**config.mk**
```make
export PLATFORM = sky130hd
export DESIGN_NAME = pcrd_div_cell
export DESIGN_NICKNAME = d
export VERILOG_FILES = /design/src/rtl/pcrd_div_cell.sv
export SDC_FILE = /design/constraint.sdc
export NUM_CORES = 1
export LEC_CHECK = 0
export ABC_AREA = 1
export BUFFER_PORTS_ARGS = -buffer_cell sky130_fd_sc_hd__buf_2
export CAP_MARGIN = 0
export CORE_UTILIZATION = 47
export DETAILED_ROUTE_END_ITERATION = 7
export HOLD_SLACK_MARGIN = 0.15
export PLACE_DENSITY = 0.95
export SYNTH_ARGS = -nofsm -noshare
export SYNTH_HDL_FRONTEND = slang
export SYNTH_SLANG_ARGS = --single-unit
```
**constraint.sdc**
```tcl
create_clock -name clk -period 5 [get_ports clk]
set_input_delay 0.5 -clock clk [delete_from_list [all_inputs] [get_ports clk]]
set_output_delay 0.5 -clock clk [all_outputs]
set_load 0.02 [all_outputs]
```
**src/rtl/pcrd_div_cell.sv**
```systemverilog
`timescale 1ns / 1ps
// ----------------------------------------------------------------------------
// pcrd_div_cell
// One restoring division step: one quotient bit per cell.
// ----------------------------------------------------------------------------
module pcrd_div_cell #(
	parameter int REM_W = 13,
	parameter int NUM_W = 27,
	parameter int Q_W   = 27
) (
	input  logic             clk,
	input  logic [REM_W-1:0] rem,
	input  logic [NUM_W-1:0] num,
	input  logic [Q_W-1:0]   quo,
	input  logic [REM_W-1:0] den,
	output logic [REM_W-1:0] rem_next,
	output logic [NUM_W-1:0] num_next,
	output logic [Q_W-1:0]   quo_next,
	output logic [REM_W-1:0] den_next
);

	logic [REM_W:0]   trial;
	logic [REM_W:0]   diff;
	logic             take;
	logic [REM_W-1:0] rem_q;
	logic [NUM_W-1:0] num_q;
	logic [Q_W-1:0]   quo_q;
	logic [REM_W-1:0] den_q;

	assign trial = {rem, num[NUM_W-1]};
	assign take  = trial >= {1'b0, den};
	assign diff  = trial - {1'b0, den};

	always_ff @(posedge clk) begin
		rem_q <= take ? diff[REM_W-1:0] : trial[REM_W-1:0];
		num_q <= num << 1;
		quo_q <= {quo[Q_W-2:0], take};
		den_q <= den;
	end

	assign rem_next = rem_q;
	assign num_next = num_q;
	assign quo_next = quo_q;
	assign den_next = den_q;

endmodule

```
==> flow_summary.yaml <==
outcome:
  status: "finished, final reports clean"
global_route:
  grt_pass1_vias: 2472
  grtUsageTotal_pct: 23.7
  grt_start_max_net_pins: 23
  grt_pass1_wl_um: 11100
  globalRouteOverflowTotal: 0
  antenna_found_initial: 0
floorplan:
  io_pins: 161
  die_h_um: 79.2
  start_util_pct: 49.7
  fp.dieArea_sq_um: 6280
  num_rows: 27
  core-area_sq_um: 5640
  dieWidth_um: 79.2
setup_path:
  critPathRequiredTime_ns: 5.23
  critPathKind: "in -> reg"
  cp_max_fo: 22
  critPathArrivalTime_ns: 2.34
  cp-start-kind: "input pin"
  endpoint_kind: "flip-flop"
finish:
  layout-drive-gt1-share_pct: 45.7
  nets: 556
  seqCellArea_sq_um: 1580
  fillers: 419
  multi_input_area_sq_um: 963
  diodes: 0
  final_util_pct: 68.5
  syn_to_final_growth_pct: 37.8
synthesis:
  mappedNetlistArea_sq_um: 2800
  synth_fp_nets: 391
  avgSynthCellArea_sq_um: 9.47
  seq_area_frac_synth_pct: 56.4
  synthTopCellsByCount: "dfxtp_1 (79), nand2_1 (68), inv_1 (51)"
  synth_warnings: 0
  synth_edf_count: 0
  ys_ff_latch: 79
  yosysMostFrequentCell: "dfxtp_1"
  synth.top_cell.area_share_pct: 56.4
  ys_top_cells_by_area: "dfxtp_1 (56%), nand2_1 (9.1%), inv_1 (6.8%)"
  synth_cell_types: 25
  ys.flop_type: "dfxtp_1"
  yosys.area.top_type: "dfxtp_1"
  synth_cells: 296
  async_flop_share_pct: 0
placement:
  post-dp-hpwl_um: 5540
  numPortBuffers: 158
  place_congestion: 0.850
  dp_slack_ns: 2.52
clock_tree:
  numCtsBuffers: 9
  cts_setup_buffers: 0
  cts_tree: "built"
  path_clk_slew_ns: 0.08
  cts_resized: 0
  clockBufferDepth: 2
  holdBufCountCts: 0
  cts.sink_count: 79
  htree_levels: 3
  cts_root_buffer: "clkbuf_8"
route:
  wl_per_cell_um: 13.1
  drt_first_iter_violations: 77
  routed_wl_um: 7060
  via_per_inst: 4.57
  drtPass1Iterations: 4
  final_antenna_net_count: 0
  via_count: 2458
  remaining_drc_errors: 0
job:
  drv_cap: 0
sta:
  slew_violations: 0
  hold_viol_final: 0
  rsz0062_at_grt: "no"
  timing.setup.tns_ns: 0
  setup_viol: 0
  whs_ns: 0.247
  max_freq_mhz: 475
  fin_ws_ns: 2.89
  period_share_pct: 42.1
  min_period_ns: 2.11
worst_hold_path:
  hold_start: "quo[15]"
  hold-path-cell-count: 1
  min_to: "quo_next[16]"
  hold_path.class: "in -> reg"
power:
  p_leak_nw: 2.18
  ir_drop_uv: 244
  powerDensity_nw_per_um2: 390
metal layers:
metal | vias to the layer above | track usage [%] | share of wire, %
met5 | - | 0 | 0
met4 | 0 | 8.00 | 1.6
met3 | 13 | 8.28 | 7.3
met2 | 99 | 46.1 | 56
met1 | 1112 | 22.6 | 36
li1 | 1234 | - | -
cells by family after synthesis:
family                     after synthesis  synth area share (%)
AOI/OAI and AO/OA                       13                  3.79
xor gates and xnor gates                 5                  1.56
adders and majority gates               14                  6.52
buffers and inverters                   60                  9.20
DFF                                     79                  56.4
other                                    1                 0.134
and+or+nand+nor                        124                  22.4
flip-flops by register name (all words and copies together), names as in the netlist:
register / count
num_next: 26
quo_next: 27
den_next: 13
rem_next: 13
report_power, final:
part / switching [W] / internal (W)
registers: 0.0000111 / 0.000677
logic: 0.000184 / 0.000105
clock network: 0.000241 / 0.000288
total: 0.000436 / 0.00107
final cells by class:
class / count / share of cell area (%)
Clock buffer: 9 / 3.21
Inverter: 56 / 5.44
Multi-Input combinational cell: 157 / 24.9
Clock inverter: 7 / 2.66
Timing Repair Buffer: 158 / 20.5
Sequential cell: 79 / 40.9
Tap cell: 72 / 2.33
stage by stage:
step                total power [W]  std cells  cell area (sq um)
finish                      0.00151        538               3860
detailed placement         0.000992        522               3640
CTS                         0.00152        538               3860
global placement           0.000982        522               3640
global route                0.00159        538               3860
floorplan                  0.000894        296               2800
worst max path at each step:
stage            start           to  slack (ns)  cells after the start
3_3_place_gp   num[26]  rem_next[7]        2.55                     13
5_1_grt        num[26]  rem_next[7]        2.74                     13
6_report       num[26]  rem_next[7]        2.89                     13
3_5_place_dp   num[26]  rem_next[7]        2.52                     13
4_1_cts        num[26]  rem_next[7]        2.89                     13
2_1_floorplan  num[26]  rem_next[1]        2.99                     13
worst max-delay path, stage by stage:
cell and delay, ns:
buf_2 0.10, inv_1 0.09, ha_1 0.15, inv_1 0.07, fa_1 0.44, nand2_1 0.09, nand2_1 0.05, nand3_1 0.08
nand2_2 0.09, nand2_4 0.12, nand3_4 0.30, nand2_1 0.19, o21ai_2 0.06
placed cells by master (no fill, tap or decap), types with 2 or more instances in the layout:
master / n
a21oi_1: 4
buf_2: 158
bufinv_16: 2
clkbuf_8: 9
dfxtp_1: 79
ha_1: 13
inv_1: 51
inv_2: 5
inv_6: 2
nand2_1: 68
nand2_2: 12
nand3_1: 14
nand3_2: 4
nand4_1: 10
nor2_1: 7
nor2_2: 4
nor2_4: 2
o21ai_2: 8
xor2_1: 5
Note: power is estimated with default switching activity, not from simulation.
