### src/rtl/pcrd_sqrt_cell.sv
`timescale 1ns / 1ps
// ----------------------------------------------------------------------------
// pcrd_sqrt_cell
// One digit-by-digit square root step: one root bit per cell.
// ----------------------------------------------------------------------------
module pcrd_sqrt_cell #(
	parameter int ROOT_W = 31
) (
	input  logic                clk,
	input  logic [2*ROOT_W-1:0] rad,
	input  logic [ROOT_W:0]     rem,
	input  logic [ROOT_W-1:0]   root,
	output logic [2*ROOT_W-1:0] rad_next,
	output logic [ROOT_W:0]     rem_next,
	output logic [ROOT_W-1:0]   root_next
);

	localparam int RAD_W = 2 * ROOT_W;

	logic [ROOT_W+2:0]   trial;
	logic [ROOT_W+2:0]   cand;
	logic [ROOT_W+2:0]   diff;
	logic                take;
	logic [RAD_W-1:0]    rad_q;
	logic [ROOT_W:0]     rem_q;
	logic [ROOT_W-1:0]   root_q;

	assign trial = {rem, rad[RAD_W-1 -: 2]};
	assign cand  = {1'b0, root, 2'b01};
	assign take  = trial >= cand;
	assign diff  = trial - cand;

	always_ff @(posedge clk) begin
		rad_q  <= rad << 2;
		rem_q  <= take ? diff[ROOT_W:0] : trial[ROOT_W:0];
		root_q <= {root[ROOT_W-2:0], take};
	end

	assign rad_next  = rad_q;
	assign rem_next  = rem_q;
	assign root_next = root_q;

endmodule

### config.mk
export PLATFORM = sky130hd
export DESIGN_NAME = pcrd_sqrt_cell
export DESIGN_NICKNAME = d
export VERILOG_FILES = /design/src/rtl/pcrd_sqrt_cell.sv
export SDC_FILE = /design/constraint.sdc
export NUM_CORES = 1
export LEC_CHECK = 0
export ABC_AREA = 1
export BUFFER_PORTS_ARGS = -buffer_cell sky130_fd_sc_hd__buf_4
export CAP_MARGIN = 10
export CELL_PAD_IN_SITES_DETAIL_PLACEMENT = 1
export CELL_PAD_IN_SITES_GLOBAL_PLACEMENT = 1
export CORE_MARGIN = 2
export CORE_UTILIZATION = 29
export DETAILED_ROUTE_END_ITERATION = 7
export GPL_ROUTABILITY_DRIVEN = 0
export HOLD_SLACK_MARGIN = 0.12
export PLACE_DENSITY = 0.78
export SYNTH_ARGS = -nofsm -noshare
export SYNTH_HDL_FRONTEND = slang
export SYNTH_SLANG_ARGS = --single-unit
export TNS_END_PERCENT = 100
### constraint.sdc
create_clock -name clk -period 1.7 [get_ports clk]
set_clock_uncertainty 0.05 [all_clocks]
set_input_delay 0.085 -clock clk [delete_from_list [all_inputs] [get_ports clk]]
set_output_delay 0.085 -clock clk [all_outputs]
set_load 0.1 [all_outputs]
==> out/summary.md <==
* finished, violations left — result of the run
* hold timing — failing checks
* 1,487 — Post-Layout Cell Count
* 1.593 ns — shortest clock period the worst path allows after layout
* 627.7 MHz — maximum clock frequency
* 123 — total of flip-flops plus latches after synthesis
* -0.1326 ns — Post-Route Hold Slack
* sky130_fd_sc_hd__clkbuf_16 — root cell of the clock tree
* 1.86 ns — data arrival time of the critical path
* in2reg — class of the tightest hold or removal check
* 11,230 uW — total power
* 4 — Max Fanout on Critical Path
* 1112 nW/um2 — power density of the placed cells
* 2462 um2 — Seq. cell area
* 50 — # rows
* 2471 um2 — combined area of the multi-input logic cells
* 0 — number of max-slew violations in the final report
* 6,557 — via count
* 0.005563 uW — leakage power figure
* 0.4442 — sequential area share after synthesis
* sky130_fd_sc_hd__buf_4 — most common cell after layout, fill and taps aside
* 0.9372 — final worst path period share
* flop — category of the worst setup path capture point
* 1.97 ns — required time of the critical path
* 0 — number of routed nets with antenna violations
* 0.2963 — initial cell density of the core
* 0 — Ys Warns
* 16,570 um — HPWL after detailed placement
* 2 — deepest clock path buffer count
* sky130_fd_sc_hd__buf_4 (322), sky130_fd_sc_hd__nand2_1 (304), sky130_fd_sc_hd__inv_1 (151) — highest-count cells in the layout ignoring fill and taps
* 0 — setup violation total in the final timing report
* 0.4442 — proportion of netlist area held by the largest area contributor
* 24,270 um — Final Routed Wirelength
* 0 — Setup Buffers After CTS
* 17 — total clock buffers created by CTS
* 0 — antenna diode instance count
* 0 — post-route DRC violation count
* 82.26% — area overhead of the layout relative to synthesis
* 4.410 — per-cell via count in the routed design
* 22 — pin count of the biggest net entering global routing
* 0 — remaining global-route overflow
* sky130_fd_sc_hd__dfxtp_1 (44%), sky130_fd_sc_hd__nand2_1 (21%), sky130_fd_sc_hd__inv_1 (10%) — dominant cells by area after synthesis
* 37,390 um — global-route wire length before repair
* 5543 um2 — post-synth design cell area
* 0 — Max Cap Violations
* 2,261 — count of fill cells added during filler insertion
* 0 — initial antenna violation count
* 780 — synthesized instance count
* done — CTS tree
* sky130_fd_sc_hd__dfxtp_1 — cell taking the most area after synthesis
* 20,240 um2 — Die Outline Area
* 7,230 — number of global-route vias before repair
* 16.32 um — mean routed wirelength per cell
* 0.2412 — Total GRT Usage
* 142.3 um — die outline width
* 711.8 uV — Peak VDD IR
* 251 — number of top-level design ports
* 1,399 — layout net count
* input pin — startpoint types
* 1,333 — post-placement cell count
* 142.3 um — Chip Height
* 0.06 ns — clock-pin slew on the worst setup and hold paths
* 26 — number of library cell types mapped by synthesis
* in2reg — Worst Setup Path Type
* 0.3049 — share of post-route cells with drive strength above 1
* 7.106 um2 — mean post-synth cell area
* 1 — final hold violation count
* 4 — number of iterations in the first detailed-routing pass
* 248 — number of buffers added on ports
* 18,710 um2 — placeable core region
* 0.5401 — final core area utilization
* 4 — H-tree level count
* 123 — TritonCTS sink count
* 187 — number of design-rule violations left by the first detailed-router iteration
==> per-stage QoR <==
stage                     hold WS, ns    TNS, ns  instance area [um2]  setup WS, ns
after floorplan               0.06272          0                 5547        0.1294
after global placement         0.1392     -11.89                 8265       -0.3772
after detailed placement       0.1406     -13.18                 8265       -0.4299
after CTS                     -0.1939          0                10060       0.01443
after global routing          -0.1209  -0.002986                10100     -0.002986
final                         -0.1326          0                10100        0.1068
==> worst max-delay path, cell delays in order <==
cell	delay (ns)
sky130_fd_sc_hd__buf_4	0.09
sky130_fd_sc_hd__inv_1	0.05
sky130_fd_sc_hd__ha_1	0.34
sky130_fd_sc_hd__nand2_1	0.16
sky130_fd_sc_hd__nor2_1	0.21
sky130_fd_sc_hd__buf_4	0.15
sky130_fd_sc_hd__and2_1	0.11
sky130_fd_sc_hd__nand2_1	0.06
sky130_fd_sc_hd__nand2_1	0.19
sky130_fd_sc_hd__nand2_1	0.15
sky130_fd_sc_hd__nand2_1	0.08
sky130_fd_sc_hd__nand2_1	0.05
sky130_fd_sc_hd__nand3_1	0.08
sky130_fd_sc_hd__nand2_1	0.05
==> cell families (layout without fill, tap and decap cells) <==
kind of cell,after synthesis,after routing,synth area share
xor gates and xnor gates,13,13,0.02054
adders and majority gates,33,33,0.07449
DFF,123,123,0.4442
and+or+nand+nor,425,425,0.3199
buffers and inverters,160,632,0.1158
other,1,2,0.0006766
AOI/OAI and AO/OA,25,25,0.02438
==> final timing paths <==
path	from	to	slack, ns	depth (start not counted)
worst max-delay path	root[9]	rem_next[22]$_DFF_P_	0.11	14
worst min-delay path	rad[60]	rem_next[0]$_DFF_P_	-0.13	3
==> power by group <==
part           leakage, uW  total (uW)  internal (uW)  switching (uW)
Combinational      0.00424        4300           1260            3040
Clock             0.000288        3680           2110            1570
Sequential         0.00104        3250           3150            96.9
Total              0.00556       11200           6530            4700
==> state kept, by name, indices dropped and copies added (netlist names) <==
signal,cells
rem_next,32
root_next,31
rad_next,60
==> Yosys cell counts <==
master and n:
sky130_fd_sc_hd__nand2_1 308, sky130_fd_sc_hd__inv_1 151, sky130_fd_sc_hd__dfxtp_1 123, sky130_fd_sc_hd__nor2_1 38, sky130_fd_sc_hd__ha_1 33, sky130_fd_sc_hd__nand3_1 33
sky130_fd_sc_hd__a21oi_1 20, sky130_fd_sc_hd__xor2_1 13, sky130_fd_sc_hd__nand3b_1 12, sky130_fd_sc_hd__and2_1 9, sky130_fd_sc_hd__nor2_2 7, sky130_fd_sc_hd__nor3_1 6
sky130_fd_sc_hd__buf_4 5, sky130_fd_sc_hd__nand2_2 5, sky130_fd_sc_hd__buf_6 3, sky130_fd_sc_hd__a21o_1 2, sky130_fd_sc_hd__nand4_1 2, sky130_fd_sc_hd__o21bai_1 2
sky130_fd_sc_hd__and3_1 1, sky130_fd_sc_hd__conb_1 1, sky130_fd_sc_hd__inv_2 1, sky130_fd_sc_hd__nand2_4 1, sky130_fd_sc_hd__nand3_2 1, sky130_fd_sc_hd__nor2_4 1
sky130_fd_sc_hd__o21ai_0 1, sky130_fd_sc_hd__or2_2 1
==> per-layer routing <==
layer / GRT usage / part of all wire / vias to the layer above
met4: 0.1095 / 0.037 / 0
met5: 0 / 0 / -
met1: 0.2404 / 0.37 / 3053
met3: 0.04913 / 0.051 / 50
met2: 0.4755 / 0.54 / 217
li1: - / - / 3237
==> final cells by class <==
| type | instances | share of cell area |
|---|---|---|
| clock buffer | 18 | 0.04347 |
| tap | 234 | 0.02898 |
| inverter | 152 | 0.05648 |
| clock inverter | 14 | 0.01461 |
| timing repair buffer | 448 | 0.3681 |
| multi-input combinational | 498 | 0.2446 |
| sequential | 123 | 0.2437 |
==> repair_timing <==
item / in CTS / in global routing
gates resized for setup: 0 / 9
hold buffers: 121 / 1
endpoints found under the hold margin: 122 / 2
setup endpoints to repair: 0 / 32
(Power assumes the default switching activity.)
