`src/rtl/pcrd_norm_cell.sv`:
```
`timescale 1ns / 1ps
// ----------------------------------------------------------------------------
// pcrd_norm_cell
// One stage of the common left shift that brings the largest lane to the top.
// ----------------------------------------------------------------------------
module pcrd_norm_cell #(
	parameter int W  = 50,
	parameter int SH = 1
) (
	input  logic               clk,
	input  logic [W-1:0]       word,
	input  logic [2:0][W-1:0]  mag,
	output logic [W-1:0]       word_next,
	output logic [2:0][W-1:0]  mag_next
);

	logic              hit;
	logic [W-1:0]      word_q;
	logic [2:0][W-1:0] mag_q;

	assign hit = (word[W-1 -: SH] == '0);

	always_ff @(posedge clk) begin
		word_q <= hit ? (word << SH) : word;
		for (int i = 0; i < 3; i++) begin
			mag_q[i] <= hit ? (mag[i] << SH) : mag[i];
		end
	end

	assign word_next = word_q;
	assign mag_next  = mag_q;

endmodule

```
`config.mk`:
```
export PLATFORM = sky130hd
export DESIGN_NAME = pcrd_norm_cell
export DESIGN_NICKNAME = d
export VERILOG_FILES = /design/src/rtl/pcrd_norm_cell.sv
export SDC_FILE = /design/constraint.sdc
export NUM_CORES = 1
export LEC_CHECK = 0
export BUFFER_PORTS_ARGS = -buffer_cell sky130_fd_sc_hd__buf_2
export CAP_MARGIN = 10
export CORE_AREA = 2 2 155 157
export DETAILED_ROUTE_END_ITERATION = 8
export DIE_AREA = 0 0 157 159
export PLACE_DENSITY = 0.61
export SETUP_SLACK_MARGIN = 0.15
export SLEW_MARGIN = 20
export SYNTH_ARGS = -nofsm -noshare
export SYNTH_HDL_FRONTEND = slang
export SYNTH_SLANG_ARGS = --single-unit
```
`constraint.sdc`:
```
create_clock -name clk -period 1 [get_ports clk]
set_input_delay 0.25 -clock clk [delete_from_list [all_inputs] [get_ports clk]]
set_output_delay 0.25 -clock clk [all_outputs]
set_load 0.05 [all_outputs]
```
==> flow_summary_export.csv, run 1 <==
group,metric,value,unit
floorplan,die_h,159,microns
cts,cts_tree,"yes",
timing,slew_headroom,0.843,
global_route,met2_usage,0.266,
global_route,grt_usage,0.146,
timing,finalWorstSetupSlack,-0.181,ns
global_route,grt_max_degree,42,
cts,path_clk_slew,0.08,ns
floorplan,io_pins,401,
synthesis,synth_fa_ha_area_frac,0,
placed_design,place.port_buffers,400,
detailed_routing,wl_per_cell,16.4,microns
detailed_routing,drtAntennaViolNets,0,
global_route,grt_pass1_wl,27.8,mm
synthesis,synth_top_family_by_area,"multiplexers",
synthesis,synth_seq_cells,200,
detailed_routing,drc,0,
cts,cts_inserted_buffers,17,
global_route,gr-total-overflow,0,
synthesis,synthXorXnorAreaFrac,0,
timing,fin_crit_sh,1.18,
setup_path,crit_chain,"buf_8",
setup_path,startpoint_type,"register",
setup_path,arrival,0.93,ns
final_layout,final_util,0.502,
timing,min_period,1.18,ns
final_layout,layout-drive-gt1-share,0.995,
synthesis,syn_area,0.00653,sq mm
timing,hold_viol,0,
worst_hold_path,whs_path_depth,2,
flow_run,maxCapViolCount,0,
worst_hold_path,hp-class,"in2reg",
setup_path,cp.required,0.75,ns
cts,cts.sinks,200,
detailed_routing,wirelength,19.0,mm
synthesis,synth-seq-area-share,0.613,
detailed_routing,drt_iter0_drc,126,
placed_design,place.gp.congestion,0.828,
setup_path,critical_path.max_stage_delay,0.36,ns
floorplan,num_rows,56,
setup_path,path_class,"reg2out",
timing,setup_viol_count_final,200,
floorplan,dieArea,0.0250,sq mm
global_route,grt_pass1_vias,4989,
setup_path,crit_path_top_delay_cell,"dfxtp_2",
setup_path,critical_path.max_fanout,1,
worst_hold_path,min_to,"word_next[49]",
final_layout,area_growth,78.2,%
power_and_ir_drop,p_total,0.0213,W
timing,max_freq,847,MHz
setup_path,cp.buffers_inverters,1,
floorplan,core_area,0.0232,sq mm
synthesis,syn_inst,422,
global_route,grt_busiest_layer,"met2",
setup_path,cp-end-kind,"output pin",
final_layout,fin_nets,1030,
global_route,met1_usage,0.153,
floorplan,start_util,0.282,
synthesis,synth_simple_gate_area_frac,0.00479,
cts,cts_buffer_depth,2,
detailed_routing,vias_per_cell,4.14,
setup_path,crit_family,"flip-flops",
detailed_routing,vias,4807,
cts,htreeDepth,4,
power_and_ir_drop,p_leak,5.20,nW
synthesis,syn_area_per_cell,15.5,sq um
synthesis,ys_warn_count,0,
timing,rsz0062_at_grt,"yes",
cts,root_buffer,"clkbuf_16",
synthesis,synth_compound_area_frac,0,
global_route,grtUsageMet3,0.0550,
power_and_ir_drop,irDropWorstVdd,0.000857,V
global_route,antenna_found_initial,3,
timing,fin_setup_tns,-29.27,ns
detailed_routing,first_pass_iters,4,
floorplan,die_width,157,microns
power_and_ir_drop,p_per_area,1830,mW/mm^2
cts,postCtsSetupBuffers,0,
placed_design,dp_hpwl,14.2,mm
synthesis,syn-num-nets,623,
timing,final_max_slew_viol_count,0,
run_status,outcome,"finished with violations",
timing,worst_pin_slew,0.235,ns
synthesis,synth.area.mux_share,0.336,
run_status,failed_checks,"negative setup slack",
worst_hold_path,min_from,"word[48]",
synthesis,yosysUniqueCellTypes,6,
-- per-stage QoR --
stage	setup WS (ns)	area, sq um	std cells	hold slack (ns)
floorplan	0.0430	6720	422	0.354
global placement	-0.235	8900	1129	0.447
detailed placement	-0.248	8900	1129	0.448
CTS	-0.201	11500	1159	0.000471
global route	-0.219	11600	1159	0.00536
finish	-0.181	11600	1160	0.0240
-- logic make-up (layout without fill, tap and decap cells) --
logic type	Yosys count	in the layout
flops	200	200
simple gates	5	5
mux	195	195
buf+inv	22	440
other cells	0	1
-- per-layer routing --
| layer | vias to the layer above | wire, microns | part of all wire |
|---|---|---|---|
| li1 | 2290 | - | - |
| met4 | 4 | 274 | 0.014 |
| met3 | 21 | 1650 | 0.086 |
| met5 | - | 27 | 0.0014 |
| met2 | 232 | 10100 | 0.53 |
| met1 | 2260 | 7040 | 0.37 |
-- timing repair --
action | CTS | global route
gates resized for setup | 735 | 47
endpoints found under the hold margin | 0 | 0
hold buffers | 0 | 0
setup endpoints to repair | 200 | 200
-- state kept, by name (all words and copies together) (netlist names) --
name       count
mag_next     150
word_next     50
-- report_power, final --
part	switching, W	internal (W)
sequential	0.000409	0.00874
clock	0.00319	0.00332
combinational	0.00309	0.00257
-- synthesized netlist by cell type --
master	n	area, sq um
and2_1	4	25.0
buf_6	2	22.5
clkbuf_8	20	275
dfxtp_1	200	4000
mux2_2	195	2200
or2_2	1	6.26
-- worst max path at each step --
stage                       from             to  depth (start not counted)
global placement        word[49]   mag_next[71]                          3
detailed placement      word[49]   mag_next[69]                          3
global route        mag_next[79]   mag_next[79]                          1
floorplan               word[49]  mag_next[114]                          3
finish              mag_next[36]   mag_next[36]                          1
CTS                 mag_next[36]   mag_next[36]                          1
-- cell type report --
cell class              count  area [sq um]
diodes                      1          2.50
clock buffers              18           439
clock inverters            12           114
fillers                  1948         11600
multi-input cells         200          2360
flip-flops and latches    200          4250
well taps                 319           399
repair buffers            410          4070
-- cell usage in the layout, fill, tap and decap left out --
cell type	instances
dfxtp_2	200
buf_2	199
buf_8	182
mux2_2	160
mux2_4	35
buf_6	18
clkbuf_16	17
clkinv_4	7
buf_4	6
and2_1	4
inv_8	4
buf_12	4
clkbuf_8	2
diode_2	1
or2_2	1
clkinvlp_4	1
Power figures use the tool's default switching activity.
==> run 2: changes to the inputs <==
Settings changed: REMOVE_ABC_BUFFERS set to 1.
==> run 2 against run 1 <==
Against the previous run:
- the run still ends with negative setup slack left
- die area is the same
- count of clock-buffer cells in the layout grew 1
- sequential power about the same
- final area fell by 0.83%
- critical path type unchanged
==> flow_summary_export.csv, run 2 (synthesis results as in run 1) <==
group,metric,value,unit
detailed_routing,drtAntennaViolNets,0,
cts,cts_inserted_buffers,17,
timing,finalWorstSetupSlack,-0.161,ns
worst_hold_path,whs_path_depth,2,
final_layout,largest_register_ffs,150,
floorplan,die_h,159,microns
cts,holdBufCountCts,0,
cts,htreeDepth,4,
timing,setup_viol_count_final,200,
global_route,grt_max_degree,37,
power_and_ir_drop,irDropWorstVdd,0.000844,V
final_layout,final_util,0.498,
placed_design,pre_cts_slack,-0.213,ns
cts,cts_buffer_depth,2,
setup_path,crit_chain,"buf_8",
global_route,grt_pass1_wl,27.4,mm
floorplan,num_rows,56,
global_route,grt_pass1_vias,5191,
setup_path,critical_path.max_fanout,1,
final_layout,final_area,0.0115,sq mm
final_layout,area_growth,76.8,%
placed_design,place.gp.congestion,0.778,
floorplan,dieArea,0.0250,sq mm
power_and_ir_drop,p_total,0.0214,W
setup_path,crit_family,"flip-flops",
timing,fin_setup_tns,-28.30,ns
timing,fin_crit_sh,1.16,
setup_path,critical_path.max_stage_delay,0.34,ns
floorplan,start_util,0.282,
timing,max_freq,861,MHz
power_and_ir_drop,p_per_area,1860,mW/mm^2
cts,path_clk_slew,0.08,ns
power_and_ir_drop,p_leak,5.07,nW
detailed_routing,vias_per_cell,4.14,
detailed_routing,vias,4819,
setup_path,cp_num_cells,1,
setup_path,startpoint_type,"register",
placed_design,place.port_buffers,400,
run_status,outcome,"finished with violations",
timing,hold_viol,0,
timing,rsz0062_at_grt,"yes",
final_layout,layout-drive-gt1-share,0.993,
flow_run,maxCapViolCount,0,
global_route,gr-total-overflow,0,
placed_design,place_area,0.00878,sq mm
timing,final_max_slew_viol_count,0,
global_route,antenna_found_initial,0,
floorplan,io_pins,401,
setup_path,cp.buffers_inverters,1,
worst_hold_path,hp-class,"in2reg",
timing,min_period,1.16,ns
floorplan,core_area,0.0232,sq mm
final_layout,fillCellCount,1969,
detailed_routing,wl_per_cell,15.8,microns
timing,slew_headroom,0.856,
setup_path,arrival,0.91,ns
cts,root_buffer,"clkbuf_16",
detailed_routing,drc,0,
setup_path,path_class,"reg2out",
floorplan,die_width,157,microns
global_route,grt_usage,0.143,
cts,postCtsSetupBuffers,0,
timing,worst_pin_slew,0.216,ns
detailed_routing,wirelength,18.4,mm
detailed_routing,first_pass_iters,4,
final_layout,fin_nets,1034,
final_layout,final_cell_mix,"dfxtp_2, buf_2, mux2_2",
cts,cts_tree,"yes",
setup_path,crit_path_top_delay_cell,"dfxtp_2",
final_layout,diodes,0,
final_layout,final_common_cell,"dfxtp_2",
cts,cts-resized-gates,742,
run_status,failed_checks,"negative setup slack",
placed_design,dp_hpwl,13.6,mm
setup_path,cp.required,0.75,ns
detailed_routing,drt_iter0_drc,145,
setup_path,cp-end-kind,"output pin",
cts,cts.sinks,200,
run 2: stage by stage:
| stage | hold slack [ns] | cells |
|---|---|---|
| CTS | 0.00535 | 1164 |
| floorplan | 0.354 | 400 |
| global placement | 0.451 | 1133 |
| finish | 0.0506 | 1164 |
| global route | 0.0230 | 1164 |
| detailed placement | 0.455 | 1133 |
run 2: where the power goes:
part	leakage [nW]	switching (W)	internal (W)	total [W]
combinational	3.11	0.00307	0.00251	0.00558
clock	0.276	0.00320	0.00353	0.00673
sequential	1.69	0.000399	0.00874	0.00914
run 2: per-layer routing:
| layer | up-vias | GRT usage | part of all wire |
|---|---|---|---|
| met3 | 18 | 0.0591 | 0.094 |
| li1 | 2298 | - | - |
| met5 | - | 0 | 0 |
| met2 | 241 | 0.267 | 0.54 |
| met1 | 2262 | 0.141 | 0.35 |
| met4 | 0 | 0.0480 | 0.017 |
run 2: final cells by class:
type | count | area, sq um | share of cell area
flip-flops and latches | 200 | 4250 | 0.369
clock inverters | 12 | 135 | 0.0117
multi-input cells | 200 | 2230 | 0.193
well taps | 319 | 399 | 0.0346
repair buffers | 414 | 4090 | 0.355
clock buffers | 19 | 433 | 0.0375
run 2: path summary, 6_finish.rpt:
kind / from / endpoint
worst min-delay path: word[48] / word_next[49]
worst max-delay path: mag_next[88] / mag_next[88]
